--- config.mk ---
export PLATFORM = sky130hd
export DESIGN_NAME = pearson_correlation
export DESIGN_NICKNAME = d
export VERILOG_FILES = /design/src/sv/pcorr_pkg.sv /design/src/sv/pcorr_mul.sv /design/src/sv/pearson_correlation.sv
export SDC_FILE = /design/constraint.sdc
export NUM_CORES = 2
export LEC_CHECK = 0
export CAP_MARGIN = 5
export CORE_MARGIN = 5
export CORE_UTILIZATION = 70
export CTS_CLUSTER_DIAMETER = 50
export CTS_CLUSTER_SIZE = 20
export DETAILED_ROUTE_END_ITERATION = 12
export DONT_BUFFER_PORTS = 1
export PLACE_DENSITY = 0.89
export SLEW_MARGIN = 10
export SYNTH_ARGS = -nofsm -noshare
export SYNTH_HDL_FRONTEND = slang
export SYNTH_SLANG_ARGS = --single-unit
--- constraint.sdc ---
create_clock -name clk -period 54.9 [get_ports clk]
set_input_delay 5.49 -clock clk [delete_from_list [all_inputs] [get_ports clk]]
set_output_delay 5.49 -clock clk [all_outputs]
set_load 0.01 [all_outputs]
--- src/sv/pcorr_pkg.sv ---
// ----------------------------------------------------------------------------
// pcorr_pkg
// Shared widths, status codes and the request bundle of the serial multiplier
// used by the Pearson correlation block.
// ----------------------------------------------------------------------------
package pcorr_pkg;

  // sample and run sizes
  localparam int SAMPLE_W = 16;
  localparam int CNT_W    = 13;
  localparam int MAX_LEN  = 4096;

  // accumulator widths
  localparam int SUM_W = 28;
  localparam int SQ_W  = 44;

  // final arithmetic widths
  localparam int VAR_W  = 58;              // signed num / variance terms
  localparam int MAG_W  = 56;              // multiplier operand magnitude
  localparam int PROD_W = 2 * MAG_W;       // full product
  localparam int SQR_W  = MAG_W + 3;       // root remainder
  localparam int CMP_W  = 72;              // shared compare/subtract width
  localparam int Q_W    = 17;              // quotient bits
  localparam int FRAC_W = 15;              // Q1.15 scaling
  localparam int ITER_W = 6;

  // result status codes
  typedef enum logic [1:0] {
    STAT_OK    = 2'd0,
    STAT_SHORT = 2'd1,
    STAT_OVF   = 2'd2
  } status_t;

  // serial multiplier request
  typedef struct packed {
    logic             start;
    logic [MAG_W-1:0] op_a;
    logic [MAG_W-1:0] op_b;
  } mul_req_t;

endpackage

--- src/sv/pcorr_mul.sv ---
// ----------------------------------------------------------------------------
// pcorr_mul
// Shift-and-add unsigned multiplier, one multiplier bit per cycle.
// ----------------------------------------------------------------------------
module pcorr_mul (
  input  logic                       clk,
  input  logic                       rst,
  input  pcorr_pkg::mul_req_t        req,
  output logic [pcorr_pkg::PROD_W-1:0] prod,
  output logic                       done
);

  logic                            busy;
  logic [pcorr_pkg::ITER_W-1:0]    cnt;
  logic [pcorr_pkg::PROD_W-1:0]    acc;
  logic [pcorr_pkg::PROD_W-1:0]    mcand;
  logic [pcorr_pkg::MAG_W-1:0]     mplier;

  // one partial product per cycle
  always_ff @(posedge clk) begin
    if (rst) begin
      busy <= 1'b0;
      done <= 1'b0;
      cnt  <= '0;
    end else begin
      done <= 1'b0;
      if (req.start) begin
        busy   <= 1'b1;
        cnt    <= '0;
        acc    <= '0;
        mcand  <= {{pcorr_pkg::MAG_W{1'b0}}, req.op_a};
        mplier <= req.op_b;
      end else if (busy) begin
        if (mplier[0]) begin
          acc <= acc + mcand;
        end
        mcand  <= mcand << 1;
        mplier <= mplier >> 1;
        cnt    <= cnt + 1'b1;
        if (cnt == pcorr_pkg::ITER_W'(pcorr_pkg::MAG_W - 1)) begin
          busy <= 1'b0;
          done <= 1'b1;
        end
      end
    end
  end

  assign prod = acc;

endmodule

--- src/sv/pearson_correlation.sv ---
// ----------------------------------------------------------------------------
// pearson_correlation
// Streaming Pearson correlation of paired signed samples, result in Q1.15.
//
//  channel  dir  payload
//  s_axis   in   tdata {b, a}, tlast = last pair of the run
//  m_axis   out  tdata {pair_count, correlation}, tuser = status
//
// A pair passes through acceptance, then three products from one 16x16
// multiplier and a final add. The last pair of a run also runs seven serial
// multiplies, a 56-step square root and a 17-step divide through one shared
// compare/subtract unit. s_axis_tready is low while a pair or a result is in
// work. A result waits in the output register; the next run is accepted
// meanwhile. Synchronous reset clears the run sums and the output valid.
// ----------------------------------------------------------------------------
module pearson_correlation (
  input  logic        clk,
  input  logic        rst,
  input  logic        s_axis_tvalid,
  output logic        s_axis_tready,
  input  logic [31:0] s_axis_tdata,   // [15:0] sample_a, [31:16] sample_b
  input  logic        s_axis_tlast,   // last_pair
  output logic        m_axis_tvalid,
  input  logic        m_axis_tready,
  output logic [31:0] m_axis_tdata,   // [15:0] correlation, [28:16] pair_count
  output logic [1:0]  m_axis_tuser    // [1:0] status
);

  typedef enum logic [3:0] {
    S_IDLE, S_AB, S_AA, S_BB, S_ADD, S_CALC, S_MUL, S_CHK,
    S_SQRT, S_RCHK, S_DIV, S_QFIN, S_DONE
  } state_t;

  state_t state;

  // run accumulators
  logic [pcorr_pkg::CNT_W-1:0]        count;
  logic signed [pcorr_pkg::SUM_W-1:0] sum_first, sum_second;
  logic signed [pcorr_pkg::SQ_W-1:0]  sum_cross, sum_first_sq, sum_second_sq;
  logic                               overflowed;

  // latched pair and product
  logic signed [pcorr_pkg::SAMPLE_W-1:0]   smp_a, smp_b;
  logic                                    smp_last;
  logic signed [2*pcorr_pkg::SAMPLE_W-1:0] pprod;
  logic signed [pcorr_pkg::SAMPLE_W-1:0]   fa, fb;

  // final arithmetic
  logic [2:0]                          op;
  logic signed [pcorr_pkg::VAR_W-1:0]  num, va, vb;
  logic [pcorr_pkg::PROD_W-1:0]        p_sh;
  logic [pcorr_pkg::MAG_W-1:0]         root;
  logic [pcorr_pkg::SQR_W-1:0]         sq_rem;
  logic [pcorr_pkg::CMP_W-1:0]         dv_rem, dv_sh;
  logic [pcorr_pkg::Q_W-1:0]           quot;
  logic [pcorr_pkg::ITER_W-1:0]        iter;
  logic [15:0]                         res_corr;
  pcorr_pkg::status_t                  res_stat;

  // multiplier connection
  pcorr_pkg::mul_req_t                 mreq;
  logic                                mreq_start;
  logic                                mreq_start_next;
  logic [pcorr_pkg::PROD_W-1:0]        mprod;
  logic                                mdone;
  logic                                mneg;
  logic signed [pcorr_pkg::VAR_W-1:0]  sprod;

  // shared compare/subtract
  logic [pcorr_pkg::SQR_W-1:0]  sq_in, sq_trial;
  logic [pcorr_pkg::CMP_W-1:0]  cmp_x, cmp_y, cmp_diff;
  logic                         cmp_ge;

  // magnitudes and quotient finish
  logic [pcorr_pkg::SQ_W-1:0]   mag_cross;
  logic [pcorr_pkg::SUM_W-1:0]  mag_first, mag_second;
  logic [pcorr_pkg::VAR_W-1:0]  mag_num;
  logic [pcorr_pkg::Q_W-1:0]    qc, qneg;

  // output register load
  logic                         out_load;

  pcorr_mul u_mul (
    .clk  (clk),
    .rst  (rst),
    .req  (mreq),
    .prod (mprod),
    .done (mdone)
  );

  // per-pair product operands
  assign fa = (state == S_BB) ? smp_b : smp_a;
  assign fb = (state == S_AA) ? smp_a : smp_b;

  // operand magnitudes
  always_comb begin
    mag_cross  = sum_cross[pcorr_pkg::SQ_W-1]  ? pcorr_pkg::SQ_W'(-sum_cross)
                                                : pcorr_pkg::SQ_W'(sum_cross);
    mag_first  = sum_first[pcorr_pkg::SUM_W-1] ? pcorr_pkg::SUM_W'(-sum_first)
                                                : pcorr_pkg::SUM_W'(sum_first);
    mag_second = sum_second[pcorr_pkg::SUM_W-1] ? pcorr_pkg::SUM_W'(-sum_second)
                                                 : pcorr_pkg::SUM_W'(sum_second);
    mag_num    = num[pcorr_pkg::VAR_W-1] ? pcorr_pkg::VAR_W'(-num)
                                         : pcorr_pkg::VAR_W'(num);
  end

  // multiply operation table
  always_comb begin
    mreq.start = mreq_start;
    mreq.op_a  = '0;
    mreq.op_b  = '0;
    mneg       = 1'b0;
    case (op)
      3'd0: begin
        mreq.op_a = pcorr_pkg::MAG_W'(count);
        mreq.op_b = pcorr_pkg::MAG_W'(mag_cross);
        mneg      = sum_cross[pcorr_pkg::SQ_W-1];
      end
      3'd1: begin
        mreq.op_a = pcorr_pkg::MAG_W'(mag_first);
        mreq.op_b = pcorr_pkg::MAG_W'(mag_second);
        mneg      = sum_first[pcorr_pkg::SUM_W-1] ^ sum_second[pcorr_pkg::SUM_W-1];
      end
      3'd2: begin
        mreq.op_a = pcorr_pkg::MAG_W'(count);
        mreq.op_b = pcorr_pkg::MAG_W'(sum_first_sq);
      end
      3'd3: begin
        mreq.op_a = pcorr_pkg::MAG_W'(mag_first);
        mreq.op_b = pcorr_pkg::MAG_W'(mag_first);
      end
      3'd4: begin
        mreq.op_a = pcorr_pkg::MAG_W'(count);
        mreq.op_b = pcorr_pkg::MAG_W'(sum_second_sq);
      end
      3'd5: begin
        mreq.op_a = pcorr_pkg::MAG_W'(mag_second);
        mreq.op_b = pcorr_pkg::MAG_W'(mag_second);
      end
      3'd6: begin
        mreq.op_a = pcorr_pkg::MAG_W'(va);
        mreq.op_b = pcorr_pkg::MAG_W'(vb);
      end
      default: begin
        mreq.op_a = '0;
      end
    endcase
    sprod = mneg ? -$signed(mprod[pcorr_pkg::VAR_W-1:0])
                 : $signed(mprod[pcorr_pkg::VAR_W-1:0]);
  end

  // multiplier start request for the next cycle
  always_comb begin
    case (state)
      S_CALC:  mreq_start_next = (count >= pcorr_pkg::CNT_W'(2));
      S_MUL:   mreq_start_next = mdone && (op != 3'd5) && (op != 3'd6);
      S_CHK:   mreq_start_next = !(va[pcorr_pkg::VAR_W-1] || vb[pcorr_pkg::VAR_W-1]);
      default: mreq_start_next = 1'b0;
    endcase
  end

  // shared compare/subtract: root step or divide step
  always_comb begin
    sq_in    = {sq_rem[pcorr_pkg::SQR_W-3:0], p_sh[pcorr_pkg::PROD_W-1 -: 2]};
    sq_trial = {1'b0, root, 2'b01};
    if (state == S_SQRT) begin
      cmp_x = pcorr_pkg::CMP_W'(sq_in);
      cmp_y = pcorr_pkg::CMP_W'(sq_trial);
    end else begin
      cmp_x = dv_rem;
      cmp_y = dv_sh;
    end
    cmp_ge   = (cmp_x >= cmp_y);
    cmp_diff = cmp_x - cmp_y;
  end

  // quotient clamp and sign
  always_comb begin
    qc   = (quot > pcorr_pkg::Q_W'(32768)) ? pcorr_pkg::Q_W'(32768) : quot;
    qneg = pcorr_pkg::Q_W'(0) - qc;
  end

  // result enters the output register once it is free
  assign out_load = (state == S_DONE) && (!m_axis_tvalid || m_axis_tready);

  // sequencer
  always_ff @(posedge clk) begin
    if (rst) begin
      state         <= S_IDLE;
      count         <= '0;
      sum_first     <= '0;
      sum_second    <= '0;
      sum_cross     <= '0;
      sum_first_sq  <= '0;
      sum_second_sq <= '0;
      overflowed    <= 1'b0;
      mreq_start    <= 1'b0;
      m_axis_tvalid <= 1'b0;
      op            <= '0;
      iter          <= '0;
    end else begin
      mreq_start <= mreq_start_next;
      if (out_load) begin
        m_axis_tvalid <= 1'b1;
      end else if (m_axis_tvalid && m_axis_tready) begin
        m_axis_tvalid <= 1'b0;
      end
      case (state)
        S_IDLE: begin
          if (s_axis_tvalid) begin
            smp_a    <= s_axis_tdata[15:0];
            smp_b    <= s_axis_tdata[31:16];
            smp_last <= s_axis_tlast;
            if (count < pcorr_pkg::CNT_W'(pcorr_pkg::MAX_LEN)) begin
              count      <= count + 1'b1;
              sum_first  <= sum_first + pcorr_pkg::SUM_W'($signed(s_axis_tdata[15:0]));
              sum_second <= sum_second + pcorr_pkg::SUM_W'($signed(s_axis_tdata[31:16]));
              state      <= S_AB;
            end else begin
              overflowed <= 1'b1;
              if (s_axis_tlast) begin
                state <= S_CALC;
              end
            end
          end
        end
        S_AB: begin
          pprod <= fa * fb;
          state <= S_AA;
        end
        S_AA: begin
          sum_cross <= sum_cross + pcorr_pkg::SQ_W'(pprod);
          pprod     <= fa * fb;
          state     <= S_BB;
        end
        S_BB: begin
          sum_first_sq <= sum_first_sq + pcorr_pkg::SQ_W'(pprod);
          pprod        <= fa * fb;
          state        <= S_ADD;
        end
        S_ADD: begin
          sum_second_sq <= sum_second_sq + pcorr_pkg::SQ_W'(pprod);
          state         <= smp_last ? S_CALC : S_IDLE;
        end
        S_CALC: begin
          if (count < pcorr_pkg::CNT_W'(2)) begin
            res_corr <= '0;
            res_stat <= pcorr_pkg::STAT_SHORT;
            state    <= S_DONE;
          end else begin
            op    <= 3'd0;
            state <= S_MUL;
          end
        end
        S_MUL: begin
          if (mdone) begin
            case (op)
              3'd0: num <= sprod;
              3'd1: num <= num - sprod;
              3'd2: va  <= sprod;
              3'd3: va  <= va - sprod;
              3'd4: vb  <= sprod;
              3'd5: vb  <= vb - sprod;
              default: begin
                p_sh   <= mprod;
                root   <= '0;
                sq_rem <= '0;
              end
            endcase
            iter <= '0;
            if (op == 3'd5) begin
              state <= S_CHK;
            end else if (op == 3'd6) begin
              state <= S_SQRT;
            end else begin
              op <= op + 1'b1;
            end
          end
        end
        S_CHK: begin
          // a negative variance counts as zero variance
          if (va[pcorr_pkg::VAR_W-1] || vb[pcorr_pkg::VAR_W-1]) begin
            res_corr <= '0;
            res_stat <= pcorr_pkg::STAT_SHORT;
            state    <= S_DONE;
          end else begin
            op    <= 3'd6;
            state <= S_MUL;
          end
        end
        S_SQRT: begin
          if (cmp_ge) begin
            sq_rem <= cmp_diff[pcorr_pkg::SQR_W-1:0];
            root   <= {root[pcorr_pkg::MAG_W-2:0], 1'b1};
          end else begin
            sq_rem <= sq_in;
            root   <= {root[pcorr_pkg::MAG_W-2:0], 1'b0};
          end
          p_sh <= p_sh << 2;
          iter <= iter + 1'b1;
          if (iter == pcorr_pkg::ITER_W'(pcorr_pkg::MAG_W - 1)) begin
            state <= S_RCHK;
          end
        end
        S_RCHK: begin
          if (root == '0) begin
            res_corr <= '0;
            res_stat <= pcorr_pkg::STAT_SHORT;
            state    <= S_DONE;
          end else begin
            dv_rem <= {mag_num[pcorr_pkg::CMP_W-pcorr_pkg::FRAC_W-1:0],
                       {pcorr_pkg::FRAC_W{1'b0}}};
            dv_sh  <= pcorr_pkg::CMP_W'({root, {(pcorr_pkg::Q_W-1){1'b0}}});
            quot   <= '0;
            iter   <= '0;
            state  <= S_DIV;
          end
        end
        S_DIV: begin
          if (cmp_ge) begin
            dv_rem <= cmp_diff;
          end
          quot  <= {quot[pcorr_pkg::Q_W-2:0], cmp_ge};
          dv_sh <= dv_sh >> 1;
          iter  <= iter + 1'b1;
          if (iter == pcorr_pkg::ITER_W'(pcorr_pkg::Q_W - 1)) begin
            state <= S_QFIN;
          end
        end
        S_QFIN: begin
          if (num[pcorr_pkg::VAR_W-1]) begin
            res_corr <= qneg[15:0];
          end else if (qc > pcorr_pkg::Q_W'(32767)) begin
            res_corr <= 16'h7fff;
          end else begin
            res_corr <= qc[15:0];
          end
          res_stat <= pcorr_pkg::STAT_OK;
          state    <= S_DONE;
        end
        S_DONE: begin
          // hand over once the output register is free, then clear the run
          if (out_load) begin
            m_axis_tdata  <= {3'b000, count, res_corr};
            m_axis_tuser  <= overflowed ? pcorr_pkg::STAT_OVF : res_stat;
            count         <= '0;
            sum_first     <= '0;
            sum_second    <= '0;
            sum_cross     <= '0;
            sum_first_sq  <= '0;
            sum_second_sq <= '0;
            overflowed    <= 1'b0;
            state         <= S_IDLE;
          end
        end
        default: begin
          state <= S_IDLE;
        end
      endcase
    end
  end

  assign s_axis_tready = (state == S_IDLE);

endmodule

# == Word level (Yosys, flattened, before mapping) ==
# Index checks and enable logic that the tools add are counted.
# word_totals
inputBits,37
word_cells,261
out_inout_bits,36
register_bits,1179
# classes
n_reduce_logical,54
magnitude_cmp,6
addsub,20
n_eq_ne,42
multipliers,1
n_mux,99
bitwise_logic,3
# ops
operator,n
two-way mux 112 bit,5
two-way mux 72 bit,5
one-hot mux 58 bit (2 select lines),3
one-hot mux 56 bit (6 select lines),1
one-hot mux 72 bit (2 select lines),2
two-way mux 56 bit,5
one-hot mux 44 bit (2 select lines),3
two-way mux 57 bit,4
one-hot mux 112 bit (2 select lines),1
one-hot mux 56 bit (4 select lines),1
two-way mux 28 bit,7
subtractor 58 bit,3
adder 44 x 32 -> 44 bit,3
one-hot mux 57 bit (2 select lines),1
adder 112 bit,1
two-way mux 16 bit,7
one-hot mux 28 bit (2 select lines),2
one-hot mux 56 bit (2 select lines),1
two-way mux 44 bit,2
>= comparator 72 bit,1
subtractor 72 bit,1
one-hot mux 16 bit (4 select lines),1
two-way mux 58 bit,1
negation 58 bit,1
other kinds (62),163

# == Depth between registers and ports, before layout ==
# depth
ltp_word,6
depth_mapped,33
ltp_nobuf,30

# == By module ==
# A second synthesis with hierarchy kept.
# unflattened
cells_unflattened,10336
area_unflattened_um2,92976.7
# by_module_without_submodules
module,cells_each,area_each_um2,seq_area_each_um2,n_inst
pearson_correlation,8515,74246.2,24553.5,1
pcorr_mul,1821,18730.5,8568.2,1

# == Least setup slack after synthesis ==
# No wires, ideal clock.
# synth_timing
path_kind,input port to flip-flop
start,in rst
end,"reg p_sh[0] in the netlist's numbering, enable pin"
setup_time_ns,1.087
t_arrival_ns,21.058
path_buffers,2
setup_slack_ns,32.755
cell_stages,3
required_time_ns,53.813
path_cell_list,clkbuf_1 > clkbuf_1 > nor3_1
# synth_between
elab_chain_len,2
# synth_lines
element,line_no,text
"start, declared",pearson_correlation.sv:18,"input logic rst,"
inverter 1 bit (no source line),--,
AND reduction 4 bit (no source line),--,
"end signal, assigned",pearson_correlation.sv:265,p_sh <= mprod;
"end signal, assigned",pearson_correlation.sv:299,p_sh <= p_sh << 2;
"end, declared",pearson_correlation.sv:51,logic [pcorr_pkg::PROD_W-1:0] p_sh;
# Every way passes these cells.
# A chain may end at the register's enable or synchronous reset.

# == Worst setup path in the final report ==
# layout_timing
start,reg state[0]
end,reg pprod[30] in the netlist's numbering (data pin)
# layout_between
elab_chain_len,3
word_cells_on_any_way,5
classes_between,mul: 1; eq/ne: 2; mux: 2
# layout_lines
element,line_no,text
"start, declared",pearson_correlation.sv:34,state_t state;
"start signal, assigned",pearson_correlation.sv:243,state <= smp_last ? S_CALC : S_IDLE;
"equality test 4 x 2 -> 1 bit, on equally long branches","pearson_correlation.sv:92, pearson_correlation.sv:208, pearson_correlation.sv:93",
"two-way mux 16 bit, on equally long branches","pearson_correlation.sv:92, pearson_correlation.sv:93",
multiplier 16 x 16 -> 32 bit (*),"pearson_correlation.sv:228, pearson_correlation.sv:233, pearson_correlation.sv:238",
"end signal, assigned",pearson_correlation.sv:228,pprod <= fa * fb;
"end signal, assigned",pearson_correlation.sv:233,pprod <= fa * fb;
"end signal, assigned",pearson_correlation.sv:238,pprod <= fa * fb;
"end, declared",pearson_correlation.sv:45,logic signed [2*pcorr_pkg::SAMPLE_W-1:0] pprod;
# Mark *: on every way between the ends. The rest lies on a longest branch, timed or not.

==> metrics.cfg <==
[global_routing]
grt_usage = 0.4113
grt_pass1_vias = 79803
antenna_found_initial = 4
grt_first_pass_wirelength_mm = 452.8
grt_max_degree = 177
grt_overflow = 0

[timing]
fin_tns_setup_ns = 0
tightest_slew_ns = 1.298
fin_worst_skew_ns = 0.04834
slew_violations = 0
setup_ws_ns = 45.62
final.min_clock_period_ns = 9.276
finalHoldViolCount = 0
slew_headroom = 0.1281
period_share = 0.1690
rsz0062_at_grt = false
setup_viol = 0
clock.fmax_ghz = 0.1078

[routing]
vias_per_cell = 6.788
detail_route.wl_per_cell_um = 24.52
postRouteAntennaNets = 0
remaining_drc_errors = 0
drt_iter0_drc = 10208
dr.pass1.iters = 9
vias = 81910
wl_mm = 295.9

[place]
gp_congestion = 1.033
pre_cts_ws_ns = 45.84
dp_hpwl_mm = 219.3
place.port_buffers = 0

[clocking]
cts_setup_buffers = 0
clock-sinks = 1178
cts_max_path_buffers = 3
clk_pin_slew_ns = 0.08
cts_tree = done
cts_hold_buf = 0
cts_resized = 0
cts_buffers = 142
cts-root-buf = clkbuf_16
insertion_delay_ns = 0.80
cts_htree_levels = 4

[critical_path]
worstPathMaxFanout = 24
arrival_ns = 9.80
startpoint = state[0]
critPathKind = reg -> reg
reg2reg_depth = 26
cp_data_required_time_ns = 55.43
start_kind = register
r2r_slack_ns = 45.62
crit_end = pprod[30]
r2r-end = pprod[30]
endpoint_kind = register
regToRegStartpoint = state[0]

[synthesis]
ys_warn_count = 0
synth_area_um2 = 92050
syn_avg_cell_area_um2 = 8.862
synthCells = 10388
synth-seq-area-share = 0.3598
ys_ff_latch = 1178
synth-main-ff-cell = edfxtp_1
async_flop_share = 0
ys_types = 94
synth_edf_count = 953

[final_layout]
nFillCells = 9333
area_growth_pct = 7.279
final_nets = 11132
utilization = 0.7531
drive_gt1_frac = 0.05073

[outcome]
outcome = completed

[die]
die_h_um = 372.6
initial_utilization = 0.7020
rows = 133
ios = 73
die-width_um = 372.6
core-area_um2 = 131100
die-area_um2 = 138900

[flow_run]
maxCapViolations = 0

[min_path]
hp-class = reg -> reg

-- Yosys cell counts (82+ instances only) --
cell	n	area share
o31ai_1	105	0.0086
nor2_1	967	0.039
xor2_1	271	0.026
a21o_1	353	0.029
ha_1	635	0.086
and2_1	92	0.0063
edfxtp_1	953	0.31
dfxtp_1	225	0.049
o21bai_1	107	0.0087
nand2b_1	107	0.0073
a22oi_1	106	0.0086
o21ai_0	531	0.029
a221oi_1	83	0.0079
xnor2_1	453	0.043
nor2b_1	141	0.0096
nor3_1	118	0.0064
fa_1	272	0.059
o22ai_1	82	0.0056
inv_1	644	0.026
nand4_1	136	0.0092
nand3_1	196	0.011
and3_1	91	0.0062
nand2_1	1416	0.058
a21oi_1	902	0.049
clkbuf_1	432	0.018
-- cell type report --
type,instances,area [um2],area share
Multi-Input combinational cell,8099,54990,0.5568
Sequential cell,1178,33130,0.3355
Clock buffer,164,3812,0.03861
Inverter,645,2421,0.02452
Tap cell,1755,2196,0.02224
Clock inverter,101,1210,0.01225
Timing Repair Buffer,122,991.0,0.01003
Antenna cell,3,7.507,0.00007602
-- routing by layer --
metal  wire length [um]  global-route usage  vias up
met1             106500              0.5055    38826
met2             132100              0.6459     5012
met4              25090              0.2873        4
met3              32100             0.09413     1216
li1                   -                   -    36852
met5                 31                   0        -
-- stage by stage --
step | hold WS [ns] | std cells | area [um2]
after floorplan | 0.4003 | 10390 | 92060
after global placement | 0.4041 | 11799 | 93720
after detailed placement | 0.4084 | 11799 | 93720
after CTS | 0.4223 | 12064 | 98740
after global routing | 0.4210 | 12064 | 98750
final | 0.4232 | 12067 | 98750
-- flip-flops by register name, summed over array words and instances (netlist names), 29 cells and up --
name	count
sum_cross	44
pprod	32
va	58
num	58
p_sh	112
vb	58
u_mul.mplier	56
dv_sh	72
root	56
sum_second_sq	44
u_mul.prod	112
m_axis_tdata	29
u_mul.mcand	112
dv_rem	72
sq_rem	57
sum_first_sq	44
-- cells by family (layout without fill, tap and decap cells) --
| kind of cell | Yosys count | in the layout | synth area share |
|---|---|---|---|
| adder cells (fa/ha/maj) | 907 | 907 | 0.1455 |
| XOR/XNOR | 724 | 724 | 0.06888 |
| flip-flops | 1178 | 1178 | 0.3598 |
| buffers and inverters | 1113 | 1032 | 0.04552 |
| AO/OA/AOI/OAI | 2847 | 2847 | 0.1976 |
| multiplexers | 68 | 68 | 0.007584 |
| AND/OR/NAND/NOR | 3550 | 3550 | 0.1751 |
| other | 1 | 6 | 0.00004074 |
-- cells in the final DEF (no fill, tap or decap), drive strengths merged, types with 136 or more instances in the layout --
master and n:
o21ai 535, fa 272, xnor2 453, nand2 1416
nor2b 141, ha 635, inv 681, nand3 196
nor2 967, a21oi 902, clkbuf 164, a21o 353
edfxtp 953, dfxtp 225, xor2 271, nand4 136
-- how the worst min path moves through the flow --
stage	from	endpoint	slack, ns	cells after the start
floorplan	res_corr[0]	m_axis_tdata[0]	0.40	0
global placement	res_corr[12]	m_axis_tdata[12]	0.40	0
detailed placement	res_corr[7]	m_axis_tdata[7]	0.41	0
CTS	res_corr[7]	m_axis_tdata[7]	0.42	0
global route	res_corr[7]	m_axis_tdata[7]	0.42	0
finish	res_corr[8]	m_axis_tdata[8]	0.42	0
-- critical path: stages, from the launching register on --
cell and delay, ns:
dfxtp_1 0.77, inv_1 0.27, or2_2 0.40, nor2_4 0.60
mux2i_1 0.69, nor2_1 0.12, fa_1 0.50, inv_1 0.06
fa_1 0.56, fa_1 0.44, fa_1 0.50, inv_1 0.06
fa_1 0.53, inv_1 0.06, fa_1 0.53, inv_1 0.04
ha_1 0.36, and3_1 0.20, o311ai_0 0.13, a41oi_1 0.28
o211ai_1 0.40, o31ai_1 0.17, o21bai_1 0.24, a31oi_1 0.12
a2111oi_0 0.63, a21oi_1 0.17, xor2_1 0.17
Power is not shown: default switching activity piles up to over one toggle a cycle in this logic, so the estimate is an artifact.
